$ cat config.mk
export PLATFORM = sky130hd
export DESIGN_NAME = vwsel_divpipe
export DESIGN_NICKNAME = d
export VERILOG_FILES = /design/src/hdl/vwsel_pkg.sv /design/src/hdl/vwsel_divpipe.sv
export SDC_FILE = /design/constraint.sdc
export NUM_CORES = 2
export LEC_CHECK = 0
export BUFFER_PORTS_ARGS = -buffer_cell sky130_fd_sc_hd__clkbuf_2
export CORE_ASPECT_RATIO = 0.75
export CORE_MARGIN = 4
export CORE_UTILIZATION = 55
export DETAILED_ROUTE_END_ITERATION = 12
export PLACE_DENSITY_LB_ADDON = 0.3
export SLEW_MARGIN = 20
export SYNTH_ARGS = -nofsm -noshare
export SYNTH_HDL_FRONTEND = slang
export SYNTH_SLANG_ARGS = --single-unit
$ cat constraint.sdc
create_clock -name aclk -period 6.7 [get_ports aclk]
set_input_delay 0.335 -clock aclk [delete_from_list [all_inputs] [get_ports aclk]]
set_output_delay 0.335 -clock aclk [all_outputs]
set_load 0.05 [all_outputs]
$ cat src/hdl/vwsel_pkg.sv
// Package for the voltage window to selector block.
// Holds payload structs, register indexes, widths and reset values; no dependencies.
package vwsel_pkg;

    localparam int UV_W    = 23;
    localparam int STEP_W  = 20;
    localparam int SEL_W   = 7;
    localparam int CIDX_W  = 3;
    localparam int CDATA_W = 32;
    localparam int NUM_RANGES_DEF = 2;
    // Quotient of a 24-bit dividend by a nonzero step is bounded by 2^24.
    localparam int Q_W     = 25;
    localparam int DIVD_W  = 24;

    localparam logic [UV_W-1:0]   R0_BASE_RST  = 23'd500000;
    localparam logic [STEP_W-1:0] R0_STEP_RST  = 20'd10000;
    localparam logic [SEL_W-1:0]  R0_LAST_RST  = 7'd70;
    localparam logic [UV_W-1:0]   R1_BASE_RST  = 23'd1220000;
    localparam logic [STEP_W-1:0] R1_STEP_RST  = 20'd20000;
    localparam logic [SEL_W-1:0]  R1_FIRST_RST = 7'h47;
    localparam logic [SEL_W-1:0]  R1_LAST_RST  = 7'd87;
    localparam logic [1:0]        RIU_RST      = 2'd2;

    typedef enum logic [CIDX_W-1:0] {
        REG_R0_BASE  = 3'd0,
        REG_R0_STEP  = 3'd1,
        REG_R0_LAST  = 3'd2,
        REG_R1_BASE  = 3'd3,
        REG_R1_STEP  = 3'd4,
        REG_R1_FIRST = 3'd5,
        REG_R1_LAST  = 3'd6,
        REG_RIU      = 3'd7
    } reg_idx_t;

    localparam logic OP_MAP  = 1'b0;
    localparam logic OP_LIST = 1'b1;

    typedef struct packed {
        logic             op;
        logic [UV_W-1:0]  min_uv;
        logic [UV_W-1:0]  max_uv;
        logic [SEL_W-1:0] sel_in;
    } in_item_t;

    typedef struct packed {
        logic [SEL_W-1:0] sel_out;
        logic [UV_W-1:0]  voltage_uv;
        logic             status;
    } out_item_t;

    // One linear range as seen by the datapath.
    typedef struct packed {
        logic [UV_W-1:0]   base;
        logic [STEP_W-1:0] step;
        logic [SEL_W-1:0]  first;
        logic [SEL_W-1:0]  last;
        logic              used;
    } range_t;

endpackage

$ cat src/hdl/vwsel_divpipe.sv
// Pipelined restoring divider: one quotient bit per stage, one item per cycle while en is high.
// Depends on vwsel_pkg for widths.
module vwsel_divpipe
    import vwsel_pkg::*;
#(
    parameter int TAG_W = 8
) (
    input  logic                aclk,
    input  logic                aresetn,
    input  logic                en,
    input  logic                in_valid,
    input  logic [DIVD_W-1:0]   in_divd,
    input  logic [STEP_W-1:0]   in_divs,
    input  logic [TAG_W-1:0]    in_tag,
    output logic                out_valid,
    output logic [DIVD_W-1:0]   out_quot,
    output logic [TAG_W-1:0]    out_tag
);

    localparam int N = DIVD_W;
    localparam int REM_W = STEP_W + 1;

    logic [N:0]           v_reg;
    logic [REM_W-1:0]     rem_reg  [N+1];
    logic [N-1:0]         q_reg    [N+1];
    logic [STEP_W-1:0]    d_reg    [N+1];
    logic [TAG_W-1:0]     tag_reg  [N+1];

    assign v_reg[0]   = in_valid;
    assign rem_reg[0] = '0;
    assign q_reg[0]   = in_divd;
    assign d_reg[0]   = in_divs;
    assign tag_reg[0] = in_tag;

    // Each stage shifts in one dividend bit and subtracts the divisor if it fits.
    for (genvar k = 0; k < N; k++) begin : g_stage
        logic [REM_W:0]   sh;
        logic [REM_W:0]   diff;
        assign sh   = {rem_reg[k][REM_W-1:0], q_reg[k][N-1]};
        assign diff = sh - {2'b00, d_reg[k]};
        always_ff @(posedge aclk) begin
            if (!aresetn) begin
                v_reg[k+1] <= 1'b0;
            end else if (en) begin
                v_reg[k+1] <= v_reg[k];
            end
        end
        always_ff @(posedge aclk) begin
            if (en) begin
                if (!diff[REM_W]) begin
                    rem_reg[k+1] <= diff[REM_W-1:0];
                    q_reg[k+1]   <= {q_reg[k][N-2:0], 1'b1};
                end else begin
                    rem_reg[k+1] <= sh[REM_W-1:0];
                    q_reg[k+1]   <= {q_reg[k][N-2:0], 1'b0};
                end
                d_reg[k+1]   <= d_reg[k];
                tag_reg[k+1] <= tag_reg[k];
            end
        end
    end

    assign out_valid = v_reg[N];
    assign out_quot  = q_reg[N];
    assign out_tag   = tag_reg[N];

endmodule

# Word-level counts from Yosys, hierarchy flattened

Index checks and enable logic that the tools add are counted.

Word-level logic and storage cells: 190
Bits in registers: 1735
Input port bits: 56
ROM bits: 0
Memories kept: 0
Bits in writable memories: 0
Output and inout bits: 33
Latch bits: 0

$add $sub $neg: 24
Bitwise logic cells: 0
Shift operators: 0
Reduce and logical (&&, ||, !) cells: 0
Multiply operators: 0
Equal/unequal tests: 0
Div/mod/pow operators: 0
Muxes and demuxes: 47
Magnitude comparators: 0

Operator list:

| operator       | number |
|---|---|
| $sub 22x20->22 | 23 |
| $mux 21        | 22 |
| $mux 1         | 25 |
| $sub 1x20->21  | 1 |

# Depth between registers and ports, before layout

Depth after elaboration: 2
Mapped depth: 14
Depth with buffers taken out: 12

# Least setup slack after synthesis

Ideal clock, no wire load.

Path kind: reg2reg
From: register d_reg[241] in the netlist's numbering
To: register rem_reg (netlist bit g_stage[13].sh[13]), data pin
Path slack: 3.690 ns
Period minus slack after synthesis: 3.010 ns
Required time: 6.438 ns
Buffers on the path: 1
Setup time: 0.262 ns
Cell stages (with the launch flop): 13
Arrival: 2.747 ns
Cells stage by stage: edfxtp_1 -> inv_1 -> ha_1 -> nor2b_1 -> o31a_1 -> o311ai_1 -> nand3_1 -> a211o_1 -> a21oi_2 -> o21ai_1 -> xor2_1 -> buf_2 -> mux2_1

Longest elaborated chain between the ends: 2

Ends and longest elaborated chain:

| item                             | line                | text |
|---|---|---|
| start: declaration               | vwsel_divpipe.sv:26 | `logic [STEP_W-1:0] d_reg [N+1];` |
| start signal: indexed assignment | vwsel_divpipe.sv:57 | `d_reg[k+1] <= d_reg[k];` |
| $sub 22x20->22                   | vwsel_divpipe.sv:40 | `assign diff = sh - {2'b00, d_reg[k]};` |
| $mux 21                          | vwsel_divpipe.sv:50 | `if (!diff[REM_W]) begin` |
| end signal: indexed assignment   | vwsel_divpipe.sv:51 | `rem_reg[k+1] <= diff[REM_W-1:0];` |
| end signal: indexed assignment   | vwsel_divpipe.sv:54 | `rem_reg[k+1] <= sh[REM_W-1:0];` |
| end: declaration                 | vwsel_divpipe.sv:24 | `logic [REM_W-1:0] rem_reg [N+1];` |

No other way between the ends.
A chain may end at the register's enable or synchronous reset.

# Final worst setup path

From: register d_reg[181] in the netlist's numbering
To: register rem_reg (netlist bit g_stage[16].sh[11]), data pin

Same word-level chain as after synthesis.

==> impl_metrics.env <==
export IMPL_syn_area_um2=79800
export IMPL_arrival_ns=4.25
export IMPL_fin_crit_ns=3.70
export IMPL_layout_commonest_cell="edfxtp_1"
export IMPL_synth_seq_cells=1735
export IMPL_rsz0062_at_grt="false"
export IMPL_worstSetupEndpointType="flop"
export IMPL_grt_pass1_wl_um=231000
export IMPL_seqCellArea_um2=51900
export IMPL_portBuffers=88
export IMPL_gp_congestion=0.914
export IMPL_fillCellCount=10600
export IMPL_slew_headroom_pct=29.5
export IMPL_cts_buffer_depth=3
export IMPL_skew_ns=0.0441
export IMPL_cts_repair_resized=0
export IMPL_vias=44700
export IMPL_netlist_instances=5776
export IMPL_tightestPinTransition_ns=1.06
export IMPL_drive_gt1_share_pct=10.0
export IMPL_fin_crit_sh_pct=55.2
export IMPL_status="finished, final reports clean"
export IMPL_hpwl_um=98300
export IMPL_whs_ns=0.125
export IMPL_p_leak_nw=34.9
export IMPL_hold_class="input port to flop"
export IMPL_drt_wirelength_per_cell_um=17.8
export IMPL_synth_async_reset_ratio_pct=0
export IMPL_tns_ns=0
export IMPL_r2r_slack_ns=3.00
export IMPL_area_delta_synth_final_pct=11.1
export IMPL_overflow=0
export IMPL_ys_flop_type="edfxtp_1"
export IMPL_synthDistinctLibCells=85
export IMPL_synth_avg_cell_area_um2=13.8
export IMPL_dieArea_um2=151000
export IMPL_path_cells="inv_1, ha_1, nor2b_1, o31ai_1, a21oi_1, o21ai_1, a211oi_1, o21ai_0, nand2_1, xnor2_2, buf_4, mux2_2"
export IMPL_largest_register_ffs=529
export IMPL_die_h_um=338
export IMPL_drt_pass1_iterations=5
export IMPL_insertion_delay_ns=0.81
export IMPL_antenna_left=0
export IMPL_finalPower_mw=42.3
export IMPL_antenna_found_initial=6
export IMPL_multi_input_area_um2=25300
export IMPL_h_tree_depth=4
export IMPL_cts_inserted_buffers=165
export IMPL_worstPathRequired_ns=7.25
export IMPL_viasPerCell=5.55
export IMPL_fp_coreArea_um2=143000
export IMPL_io_pins=89
export IMPL_antenna_cells=0
export IMPL_fmax_mhz=270
export IMPL_seq_area_frac_synth_pct=65.0
export IMPL_clk_pin_slew_ns=0.06
export IMPL_synth_edf_count=1711
export IMPL_power_density_nw_per_um2=478
export IMPL_fin_nets=6558
export IMPL_grt_pass1_vias=43400
export IMPL_max_cap_violations=0
export IMPL_hold_viol=0
export IMPL_start_kind="flop"
export IMPL_maxSlewViolCount=0
export IMPL_cp_slowest_cell="o31ai_1"
export IMPL_mostFrequentLayoutCells="edfxtp_1 (1711), inv_1 (565), ha_1 (461)"
export IMPL_drcViolationCount=0
export IMPL_wirelength_um=143000
export IMPL_start_util_pct=55.6
export IMPL_cts_root_buf="clkbuf_16"
export IMPL_path_class="flop to flop"
export IMPL_ys_warn_count=0
export IMPL_grt_max_degree=185
export IMPL_critPathMaxStageDelay_ns=0.45
export IMPL_dieWidth_um=448
export IMPL_setup_viol=0
export IMPL_crit_fanout=17
export IMPL_cts_tree="yes"
export IMPL_row_count=120
export IMPL_first_iter_violations=4125
export IMPL_numClockSinks=1735
export IMPL_ir_drop_mv=0.305
export IMPL_track_usage_pct=19.1
through the flow:
step / utilization, % / setup slack [ns] / instances / area, um2
4_1_cts: 61.8 / 3.01 / 8046 / 88600
2_1_floorplan: - / 3.69 / 5785 / 79800
3_5_place_dp: 57.6 / 3.02 / 7688 / 82500
6_report: 61.8 / 3.00 / 8046 / 88600
5_1_grt: 61.8 / 2.65 / 8046 / 88600
3_3_place_gp: 57.6 / 2.98 / 7688 / 82500
cell usage after synthesis (all sizes together), types with 19 or more instances:
master	n	area, um2
and2	26	163
and3	29	186
ha	461	5770
o41ai	22	193
or3	19	119
nor2b	73	457
dfxtp	24	480
a211oi	40	330
xor2	148	1320
a21oi	325	1640
nand2b	70	438
nand3	60	300
clkbuf	39	146
o21a	78	586
o211ai	29	223
o21bai	36	270
nor3	63	315
mux2i	55	551
a31oi	50	313
fa	22	440
nand4	30	188
nor2	221	830
o21ai	319	1600
mux2	219	2470
xnor2	239	2140
a21o	165	1240
o31a	19	166
o31ai	25	188
inv	568	2130
buf	83	533
edfxtp	1711	51400
nand2	337	1260
a21boi	24	180
power breakdown:
part	total, mW	leakage, nW	switching (mW)	internal [mW]
Clock	9.46	2.63	4.08	5.38
Combinational	16.2	15.3	8.86	7.39
Sequential	16.6	17.0	1.28	15.3
layer usage:
layer	vias up	GRT usage, %	share of wire (%)
met5	-	0	0
met4	0	5.40	2.1
met3	222	3.57	6.3
met2	1116	28.0	43
met1	21500	29.2	49
li1	21800	-	-
kinds of logic after synthesis:
logic type / count (synthesis) / synth area share, %
adders and majority gates: 483 / 7.78
AOI/OAI and AO/OA: 1219 / 9.71
xor gates and xnor gates: 387 / 4.33
buffers and inverters: 692 / 3.53
muxes: 274 / 3.78
and+or+nand+nor: 985 / 5.86
other: 1 / 0.00470
DFF: 1735 / 65.0
worst max-delay path: cells and delay by family, from the launching register on:
kind / cells / cell delay (ns)
xor gates and xnor gates: 1 / 0.29
buffers and inverters: 2 / 0.43
DFF: 1 / 0.44
AOI/OAI and AO/OA: 5 / 1.43
adders and majority gates: 1 / 0.22
and+or+nand+nor: 2 / 0.25
muxes: 1 / 0.38
timing repair:
item                                   CTS  global route
endpoints found under the hold margin   76             0
hold buffers                            55             0
setup buffers                            0             0
path summary, 6_finish.rpt:
| check | from | end | cells after the start |
|---|---|---|---|
| max | d_reg[181] | g_stage[16].sh[11] | 12 |
| min | en | q_reg[35] | 1 |
| max reg2reg | d_reg[181] | g_stage[16].sh[11] | 12 |
| min reg2reg | q_reg[470] | q_reg[447] | 0 |
final cells by class:
class                      count  area share, %
multi-input combinational   3358           28.5
sequential                  1735           58.5
timing repair buffer         189           1.65
tap                         1891           2.67
clock buffer                 200           4.82
inverter                     570           2.41
clock inverter               103           1.42
Note: power is estimated with default switching activity, not from simulation.
