[src/hdl/vwsel_pkg.sv]
// Package for the voltage window to selector block.
// Holds payload structs, register indexes, widths and reset values; no dependencies.
package vwsel_pkg;

    localparam int UV_W    = 23;
    localparam int STEP_W  = 20;
    localparam int SEL_W   = 7;
    localparam int CIDX_W  = 3;
    localparam int CDATA_W = 32;
    localparam int NUM_RANGES_DEF = 2;
    // Quotient of a 24-bit dividend by a nonzero step is bounded by 2^24.
    localparam int Q_W     = 25;
    localparam int DIVD_W  = 24;

    localparam logic [UV_W-1:0]   R0_BASE_RST  = 23'd500000;
    localparam logic [STEP_W-1:0] R0_STEP_RST  = 20'd10000;
    localparam logic [SEL_W-1:0]  R0_LAST_RST  = 7'd70;
    localparam logic [UV_W-1:0]   R1_BASE_RST  = 23'd1220000;
    localparam logic [STEP_W-1:0] R1_STEP_RST  = 20'd20000;
    localparam logic [SEL_W-1:0]  R1_FIRST_RST = 7'h47;
    localparam logic [SEL_W-1:0]  R1_LAST_RST  = 7'd87;
    localparam logic [1:0]        RIU_RST      = 2'd2;

    typedef enum logic [CIDX_W-1:0] {
        REG_R0_BASE  = 3'd0,
        REG_R0_STEP  = 3'd1,
        REG_R0_LAST  = 3'd2,
        REG_R1_BASE  = 3'd3,
        REG_R1_STEP  = 3'd4,
        REG_R1_FIRST = 3'd5,
        REG_R1_LAST  = 3'd6,
        REG_RIU      = 3'd7
    } reg_idx_t;

    localparam logic OP_MAP  = 1'b0;
    localparam logic OP_LIST = 1'b1;

    typedef struct packed {
        logic             op;
        logic [UV_W-1:0]  min_uv;
        logic [UV_W-1:0]  max_uv;
        logic [SEL_W-1:0] sel_in;
    } in_item_t;

    typedef struct packed {
        logic [SEL_W-1:0] sel_out;
        logic [UV_W-1:0]  voltage_uv;
        logic             status;
    } out_item_t;

    // One linear range as seen by the datapath.
    typedef struct packed {
        logic [UV_W-1:0]   base;
        logic [STEP_W-1:0] step;
        logic [SEL_W-1:0]  first;
        logic [SEL_W-1:0]  last;
        logic              used;
    } range_t;

endpackage

[src/hdl/vwsel_regs.sv]
// Configuration register file for the range descriptions.
// Depends on vwsel_pkg for indexes, widths and reset values.
module vwsel_regs
    import vwsel_pkg::*;
#(
    parameter int NUM_RANGES = NUM_RANGES_DEF
) (
    input  logic               aclk,
    input  logic               aresetn,
    input  logic               wr_en,
    input  logic [CIDX_W-1:0]  wr_idx,
    input  logic [CDATA_W-1:0] wr_data,
    output range_t             rng0,
    output range_t             rng1
);

    logic [UV_W-1:0]   r0_base_reg, r1_base_reg;
    logic [STEP_W-1:0] r0_step_reg, r1_step_reg;
    logic [SEL_W-1:0]  r0_last_reg, r1_first_reg, r1_last_reg;
    logic [1:0]        riu_reg;

    // Register writes by index.
    always_ff @(posedge aclk) begin
        if (!aresetn) begin
            r0_base_reg  <= R0_BASE_RST;
            r0_step_reg  <= R0_STEP_RST;
            r0_last_reg  <= R0_LAST_RST;
            r1_base_reg  <= R1_BASE_RST;
            r1_step_reg  <= R1_STEP_RST;
            r1_first_reg <= R1_FIRST_RST;
            r1_last_reg  <= R1_LAST_RST;
            riu_reg      <= RIU_RST;
        end else if (wr_en) begin
            unique case (reg_idx_t'(wr_idx))
                REG_R0_BASE:  r0_base_reg  <= wr_data[UV_W-1:0];
                REG_R0_STEP:  r0_step_reg  <= wr_data[STEP_W-1:0];
                REG_R0_LAST:  r0_last_reg  <= wr_data[SEL_W-1:0];
                REG_R1_BASE:  r1_base_reg  <= wr_data[UV_W-1:0];
                REG_R1_STEP:  r1_step_reg  <= wr_data[STEP_W-1:0];
                REG_R1_FIRST: r1_first_reg <= wr_data[SEL_W-1:0];
                REG_R1_LAST:  r1_last_reg  <= wr_data[SEL_W-1:0];
                REG_RIU:      riu_reg      <= wr_data[1:0];
                default: ;
            endcase
        end
    end

    // A range is in use when the clamped count reaches it.
    assign rng0 = '{base: r0_base_reg, step: r0_step_reg, first: '0,
                    last: r0_last_reg, used: (riu_reg != 2'd0)};
    assign rng1 = '{base: r1_base_reg, step: r1_step_reg, first: r1_first_reg,
                    last: r1_last_reg, used: (riu_reg >= 2'd2) && (NUM_RANGES >= 2)};

endmodule

[config.mk]
export PLATFORM = sky130hd
export DESIGN_NAME = vwsel_regs
export DESIGN_NICKNAME = d
export VERILOG_FILES = /design/src/hdl/vwsel_pkg.sv /design/src/hdl/vwsel_regs.sv
export SDC_FILE = /design/constraint.sdc
export NUM_CORES = 1
export LEC_CHECK = 0
export BUFFER_PORTS_ARGS = -buffer_cell sky130_fd_sc_hd__buf_2
export CORE_ASPECT_RATIO = 0.5
export CORE_UTILIZATION = 45
export DETAILED_ROUTE_END_ITERATION = 10
export GPL_ROUTABILITY_DRIVEN = 0
export PLACE_DENSITY = 0.85
export SYNTH_ARGS = -nofsm -noshare
export SYNTH_HDL_FRONTEND = slang
export SYNTH_SLANG_ARGS = --single-unit
[constraint.sdc]
create_clock -name aclk -period 2.65 [get_ports aclk]
set_clock_uncertainty 0.2 [all_clocks]
set_input_delay 0.53 -clock aclk [delete_from_list [all_inputs] [get_ports aclk]]
set_output_delay 0.53 -clock aclk [all_outputs]
set_load 0.005 [all_outputs]
# After elaboration in Yosys (flattened, before gate mapping)
# Index checks and enable logic that the tools add are counted.
[totals] input_bits=38 register_bits=109
[classes] n_lt_le_gt_ge=1 n_eq_ne=7 n_reduce_logical=10
[ops] cell="$reduce_and A2 Y1" count=8
[ops] cell="$eq A3 B3 Y1 const B" count=4
[ops] cell="$eq A3 B2 Y1 const B" count=2
[ops] cell="$eq A3 B1 Y1 const B" count=1
[ops] cell="$logic_not A3 Y1" count=1
[ops] cell="$ge A2 B2 Y1 const B" count=1
[ops] cell="$reduce_bool A2 Y1" count=1

# Longest topological paths before layout
# Gate-level depths: netlist (run 1).
[depth] ltp_word=2 mapped_depth=5

# Worst setup path after synthesis (run 1)
# No wires, ideal clock.
[synth_timing] path_type="input to register" start="input port wr_idx[0]" end="register r0_base_reg[5]" arrival_time_ns=1.448 t_required_ns=2.326 path_stages=4 n_path_buf=2 path_slack_ns=0.878 cell_sequence="or4b_1 buf_6 buf_12 mux2i_1"
[synth_via] elab_chain_len=2
[synth_lines] element="start: declaration" line="vwsel_regs.sv:11" source="input logic [CIDX_W-1:0] wr_idx,"
[synth_lines] element="$logic_not A3 Y1" line="vwsel_regs.sv:34" source="unique case (reg_idx_t'(wr_idx))"
[synth_lines] element="$reduce_and A2 Y1 (no line)"
[synth_lines] element="end signal: assignment" line="vwsel_regs.sv:35" source="REG_R0_BASE: r0_base_reg <= wr_data[UV_W-1:0];"
[synth_lines] element="end: declaration" line="vwsel_regs.sv:17" source="logic [UV_W-1:0] r0_base_reg, r1_base_reg;"
# No other way between the ends.
# A chain may end at the register's enable or synchronous reset.

==> results of run 1 <==
cells by family after synthesis:
kind of cell  Yosys count  synth area share
buf+inv                41            0.0535
flops                 109             0.502
mux                   109             0.251
other cells             1          0.000863
simple gates          164             0.193
cell usage after synthesis, drive strengths merged:
cell type	count	area [um2]
mux2i	109	1090
conb	1	3.75
nor4b	1	8.76
or4b	1	10.0
and4b	1	10.0
nor2b	58	363
or2	1	6.26
nand4	1	6.26
dfxtp	109	2180
buf	29	188
nor4bb	1	10.0
and4bb	2	25.0
nand4bb	2	22.5
clkbuf	12	45.0
nand4b	3	26.3
nand2	93	349
layout make-up:
cell class,instances,area share
timing repair buffer,145,0.144
tap,130,0.0303
sequential,109,0.406
clock inverter,3,0.00349
multi-input combinational,280,0.366
clock buffer,13,0.0503
placed cells by master, fill, tap and decap left out:
| cell type | instances |
|---|---|
| nand4bb_1 | 2 |
| nand4_1 | 1 |
| nand4b_1 | 3 |
| and4b_1 | 1 |
| dfxtp_1 | 109 |
| or4b_1 | 1 |
| clkinv_2 | 2 |
| clkbuf_16 | 9 |
| clkbuf_1 | 1 |
| and4bb_2 | 1 |
| nor4bb_2 | 1 |
| nor4b_2 | 1 |
| buf_4 | 7 |
| mux2i_1 | 109 |
| nor2b_1 | 58 |
| conb_1 | 7 |
| and4bb_1 | 1 |
| clkinv_4 | 1 |
| or2_2 | 1 |
| buf_12 | 2 |
| nand2_1 | 93 |
| clkbuf_8 | 3 |
| buf_2 | 136 |
worst min-delay path: stages, from the launching register on:
cell and delay, ps:
dfxtp_1 310, nand2_1 50, mux2i_1 50
routing by layer:
metal | share of wire | track usage | vias to the layer above
li1 | - | - | 1620
met1 | 0.45 | 0.244 | 1555
met2 | 0.50 | 0.357 | 62
met3 | 0.032 | 0.0488 | 14
met4 | 0.017 | 0.0676 | 0
met5 | 0 | 0 | -
path summary, 6_finish.rpt:
kind                     end  cells past startpoint
max                  rng0[0]                      2
min           r0_base_reg[2]                      2
max reg2reg  r1_base_reg[20]                      2
min reg2reg   r0_base_reg[2]                      2
where the power goes:
group	leakage [nW]	switching (mW)	internal [mW]
sequential	0.884	0.0177	1.67
combinational	1.58	0.133	0.106
clock	0.146	0.562	0.714
total	2.61	0.713	2.49
through the flow:
stage | power, mW | area [um2] | worst slack (ps) | util
2_1_floorplan | 1.88 | 4370 | 878 | -
3_3_place_gp | 1.96 | 5080 | 715 | 0.563
3_5_place_dp | 1.97 | 5080 | 714 | 0.563
4_1_cts | 3.24 | 5370 | 832 | 0.595
5_1_grt | 3.32 | 5370 | 798 | 0.595
6_report | 3.21 | 5370 | 851 | 0.595
==> flow_summary.toml, run 1 <==
[clock_tree]
cts_sinks = 109
cts.path.max_buffers = 2
postCtsSetupBuffers = 0
cts-resized-gates = 0
ctsHoldBuffers = 0
cts-root-buf = "clkbuf_16"
clock_latency_ps = 330
cts_tree = "done"
clkTransAtPathRegs_ps = 70
cts-htree-levels = 3
cts_buffers = 9

[grt]
grt.total_usage = 0.201
grt_pass1_wl_um = 15700
grt_pass1_vias = 3138
antenna_found_initial = 0
grt-ovfl-total = 0
grt_max_degree = 61

[worst_setup_path]
cp-start-kind = "flop"
required_ps = 1920
reg2reg_slack_ps = 1800
critical_path.top_delay_family = "flip-flops"
critical-path-slowest-cell = "dfxtp_1"
critPathArrivalTime_ps = 1070
r2r_start = "r1_base_reg[20]"
critical_path.max_stage_delay_ps = 320
crit_chain = "or2_2, buf_2"
critPathBufInv = 1
startpoint = "riu_reg[1]"
critPathCaptureType = "primary output"
path_class = "reg -> out"
critPathMaxFanout = 3

[floorplanning]
die_h_um = 71.5
die_x_um = 141
die-area_um2 = 10100
num_io_pins = 154
rows = 24
core_area_um2 = 9040
start_util = 0.481

[timing]
worstMarginPinSlew_ps = 644
fmax_mhz = 556
fin_crit_sh = 0.679
hold_viol = 0
rsz0062_at_grt = "no"
maxSlewHeadroom = 0.568
finalSetupTns_ps = 0
finalSetupViolCount = 0
finalCriticalPeriod_ps = 1800
worst_hold_slack_ps = 255
drv_slew = 0

[placement]
io_buffers = 137
dp.cells = 664
hpwlAfterDp_um = 7060

[finish]
area_growth_syn_to_layout_pct = 23.6
regArea_um2 = 2180
drive_gt1_frac = 0.298
multi_input_comb_area_um2 = 1970
num_antenna_cells = 0
finalNonFillerCells = 680
fin_nets = 583
n_fill_cell = 800

[yosys]
syn_area_per_cell_um2 = 10.3
syn-cell-area_um2 = 4350
synth_seq_cells = 109
synth-warning-count = 0
synth-seq-area-share = 0.502
synth_cell_types = 21
synthCells = 424

[routing]
postRouteAntennaNets = 0
routed_via_density = 4.78
routed_wl_um = 9860
route.detailed.drc = 0
vias = 3251
firstDrtPassIters = 4
drt_iter0_drc = 176
routedWlPerCell_um = 14.5

[power]
power.leakage_nw = 2.61
power_density_nw_per_um2 = 597
peakVddDrop_mv = 0.409

[hold_path]
hp-start = "r0_base_reg[2]"
holdCritPathClass = "reg -> reg"

[job]
drv_cap = 0

[outcome]
outcome = "finished, final reports clean"
Power figures use the tool's default switching activity.
==> inputs of run 2 (changes only) <==
PLACE_DENSITY = 0.88   (was 0.85)
clock period = 1.62 ns   (was 2.65 ns; I/O delays follow)
==> flow_summary.toml, run 2 (synthesis gave the netlist of run 1 again) <==
[placement]
hpwlAfterDp_um = 7280
placed_area_um2 = 5250
dp.cells = 677
io_buffers = 137
place_ws_ps = -53.9

[worst_setup_path]
path_class = "reg -> out"
cp-start-kind = "flop"
critical_path.top_delay_family = "flip-flops"
required_ps = 1100
critPathCaptureType = "primary output"
critPathBufInv = 1
crit_chain = "or2_4, buf_2"
critPathMaxFanout = 3
critPathArrivalTime_ps = 1030
critical-path-slowest-cell = "dfxtp_2"
critical_path.max_stage_delay_ps = 330

[grt]
antenna_found_initial = 0
grt-ovfl-total = 0
grt_pass1_vias = 3176
grt_max_degree = 60
grt.total_usage = 0.201
grt_pass1_wl_um = 15600

[routing]
route.detailed.drc = 0
vias = 3299
routedWlPerCell_um = 14.3
postRouteAntennaNets = 0
drt_iter0_drc = 124
routed_wl_um = 9920
routed_via_density = 4.77
firstDrtPassIters = 5

[finish]
final_cell_mix = "buf_2, mux2i_1, dfxtp_1"
finalInstanceArea_um2 = 5580
finalNonFillerCells = 692
drive_gt1_frac = 0.315
regArea_um2 = 2180
final_common_cell = "buf_2"
multi_input_comb_area_um2 = 1970
num_antenna_cells = 0
fin_util = 0.617
fin_nets = 596
n_fill_cell = 740
area_growth_syn_to_layout_pct = 28.3

[power]
combPwrFrac = 0.074
power.leakage_nw = 2.71
clock_power_share = 0.433
power_switching_mw = 1.18
power.total_mw = 5.62
p_int_mw = 4.43
power_frac_seq = 0.493
power_density_nw_per_um2 = 1010
peakVddDrop_mv = 0.517
switching_share = 0.211

[floorplanning]
core_area_um2 = 9040
rows = 24
die_x_um = 141
die_h_um = 71.5
die-area_um2 = 10100
start_util = 0.481
num_io_pins = 154

[clock_tree]
cts-htree-levels = 3
clkTransAtPathRegs_ps = 60
cts_buffers = 9
postCtsSetupBuffers = 0
cts-root-buf = "clkbuf_16"
clock_latency_ps = 340
cts.path.max_buffers = 2
cts_sinks = 109
ctsHoldBuffers = 0
cts_tree = "done"

[timing]
finalSetupTns_ps = 0
finalCriticalPeriod_ps = 1560
final.setup.worst_slack_ps = 62.9
finalSetupViolCount = 0
rsz0062_at_grt = "no"
fmax_mhz = 642
hold_viol = 0
fin_crit_sh = 0.961
drv_slew = 0
worst_hold_slack_ps = 49.2

[job]
drv_cap = 0

[outcome]
outcome = "finished, final reports clean"

[hold_path]
holdCritPathClass = "in -> reg"
[run 2: changes by cell type in the layout (fill, tap and decap cells not counted), sizes merged]
cell	previous run	this run
clkbuf	13	10
buf	145	158
bufinv	0	3
clkinv	3	2
[run 2: final timing paths]
check	from	slack, ps	depth (start not counted)	to
setup / recovery	riu_reg[1]	60	2	rng0[0]
hold / removal	wr_data[8]	50	3	r1_step_reg[8]
hold reg to reg	r0_step_reg[15]	250	2	r0_step_reg[15]
setup reg to reg	r0_step_reg[10]	740	2	r0_step_reg[10]
[run 2: per-layer routing]
layer / routed length [um] / vias up / GRT usage
met1: 4460 / 1580 / 0.235
met2: 4940 / 68 / 0.364
met5: 0 / - / 0
li1: - / 1639 / -
met3: 388 / 12 / 0.0535
met4: 134 / 0 / 0.0628
[run 2: area by class of cell]
class | count | area share
clock buffer | 10 | 0.0410
multi-input combinational | 280 | 0.353
clock inverter | 5 | 0.0179
timing repair buffer | 158 | 0.167
tap | 130 | 0.0292
sequential | 109 | 0.391
[run 2: timing repair]
item	4_1_cts	5_1_grt
resized for setup	2	0
endpoints found under the hold margin	0	0
endpoints found under the setup margin	1	0
[run 2: worst register-to-register path: stages (launching register included)]
cell and delay (ps):
dfxtp_1 320, nor2b_1 130, mux2i_1 100
[run 2: power groups by stage]
| stage | registers (mW) | logic (mW) | clock network (mW) |
|---|---|---|---|
| 2_1_floorplan | 2.83 | 0.242 | 0 |
| 3_3_place_gp | 2.83 | 0.410 | 0 |
| 3_5_place_dp | 2.83 | 0.420 | 0 |
| 4_1_cts | 2.77 | 0.421 | 2.47 |
| 5_1_grt | 2.77 | 0.456 | 2.58 |
| 6_report | 2.77 | 0.417 | 2.43 |
==> inputs of run 3 (changes only) <==
RECOVER_POWER = 100   (was default)
==> flow_summary.toml, run 3 (synthesis gave the netlist of run 1 again) <==
[floorplanning]
die_h_um = 71.5
num_io_pins = 154
die-area_um2 = 10100
core_area_um2 = 9040
die_x_um = 141
rows = 24
start_util = 0.481

[clock_tree]
cts-root-buf = "clkbuf_16"
cts_buffers = 9
clock_latency_ps = 340
clkTransAtPathRegs_ps = 70
cts-htree-levels = 3
ctsHoldBuffers = 0
cts_sinks = 109
cts.path.max_buffers = 2
cts_tree = "done"

[routing]
route.detailed.drc = 0
routed_wl_um = 9900
vias = 3298
drt_iter0_drc = 145
postRouteAntennaNets = 0
firstDrtPassIters = 5
routed_via_density = 4.77
routedWlPerCell_um = 14.3

[timing]
finalCriticalPeriod_ps = 1560
fmax_mhz = 641
finalSetupTns_ps = 0
worst_hold_slack_ps = 49.7
maxSlewHeadroom = 0.537
fin_crit_sh = 0.963
rsz0062_at_grt = "no"
hold_viol = 0
finalSetupViolCount = 0
final.setup.worst_slack_ps = 60.1
worstMarginPinSlew_ps = 694
drv_slew = 0

[worst_setup_path]
cp-start-kind = "flop"
startpoint = "riu_reg[1]"
reg2reg_depth = 2
critPathMaxFanout = 3
path_class = "reg -> out"
required_ps = 1100
crit_path_end = "rng0[0]"
r2r_end = "r0_step_reg[10]"
reg2reg_slack_ps = 720
critPathCaptureType = "primary output"
critPathArrivalTime_ps = 1040
r2r_start = "r0_step_reg[10]"

[finish]
multi_input_comb_area_um2 = 1960
n_fill_cell = 792
area_growth_syn_to_layout_pct = 24.5
regArea_um2 = 2180
final_cell_mix = "mux2i_1, dfxtp_1, nand2_1"
finalNonFillerCells = 692
fin_util = 0.599
num_antenna_cells = 0
fin_nets = 596
drive_gt1_frac = 0.222

[grt]
grt_max_degree = 60
antenna_found_initial = 0
grt_pass1_vias = 3176
grt_pass1_wl_um = 15600
grt-ovfl-total = 0
grt.total_usage = 0.201

[placement]
dp.cells = 677
place_ws_ps = -53.9
io_buffers = 137
hpwlAfterDp_um = 7280

[hold_path]
holdCritPathClass = "in -> reg"

[outcome]
outcome = "finished, final reports clean"

[job]
drv_cap = 0

[power]
power.leakage_nw = 2.51
peakVddDrop_mv = 0.504
power_density_nw_per_um2 = 1030
==> run 3: changes by cell type in the layout (fill, tap and decap cells not counted), moves of 4 or more <==
cell / previous run / this run
buf_12: 7 / 2
buf_4: 15 / 8
buf_1: 0 / 4
buf_2: 136 / 90
clkbuf_2: 0 / 9
clkbuf_1: 1 / 46
==> run 3: worst max-delay path: stages (launching register included) <==
cell and delay [ps]:
dfxtp_1 330, or2_4 250, buf_2 120
==> run 3: area by class of cell <==
cell class | count | area share
Clock buffer | 10 | 0.0423
Sequential cell | 109 | 0.403
Tap cell | 130 | 0.0301
Multi-Input combinational cell | 280 | 0.362
Timing Repair Buffer | 158 | 0.144
Clock inverter | 5 | 0.0185
==> run 3: worst min-delay path by stage <==
stage	startpoint	end	slack (ps)	cells after the start
floorplan	riu_reg[0]	riu_reg[0]	230	2
global placement	r0_base_reg[22]	r0_base_reg[22]	240	2
detailed placement	r1_base_reg[0]	r1_base_reg[0]	240	2
CTS	wr_data[8]	r1_step_reg[8]	40	3
global route	wr_data[10]	r0_base_reg[10]	50	3
finish	wr_data[8]	r1_step_reg[8]	50	3
==> run 3: report_power, final <==
part	switching (mW)	internal [mW]	leakage, nW
combinational	0.218	0.177	1.46
sequential	0.0305	2.74	0.884
clock	0.925	1.50	0.162
==> run 3: what timing repair did <==
item                                    4_1_cts  5_1_grt
resized for setup                             2        0
endpoints found under the setup margin        1        0
buffers inserted                              0        0
hold endpoints to repair                      0        0
==> run 3: through the flow <==
step	instance area (um2)	power [mW]
2_1_floorplan	4370	3.08
3_3_place_gp	5250	3.24
3_5_place_dp	5250	3.25
4_1_cts	5580	5.66
5_1_grt	5410	5.79
6_report	5410	5.59
==> run 3: per-layer routing <==
| layer | global-route usage | share of wire |
|---|---|---|
| met3 | 0.0535 | 0.036 |
| met2 | 0.364 | 0.50 |
| met5 | 0 | 0 |
| met1 | 0.235 | 0.45 |
| met4 | 0.0628 | 0.014 |
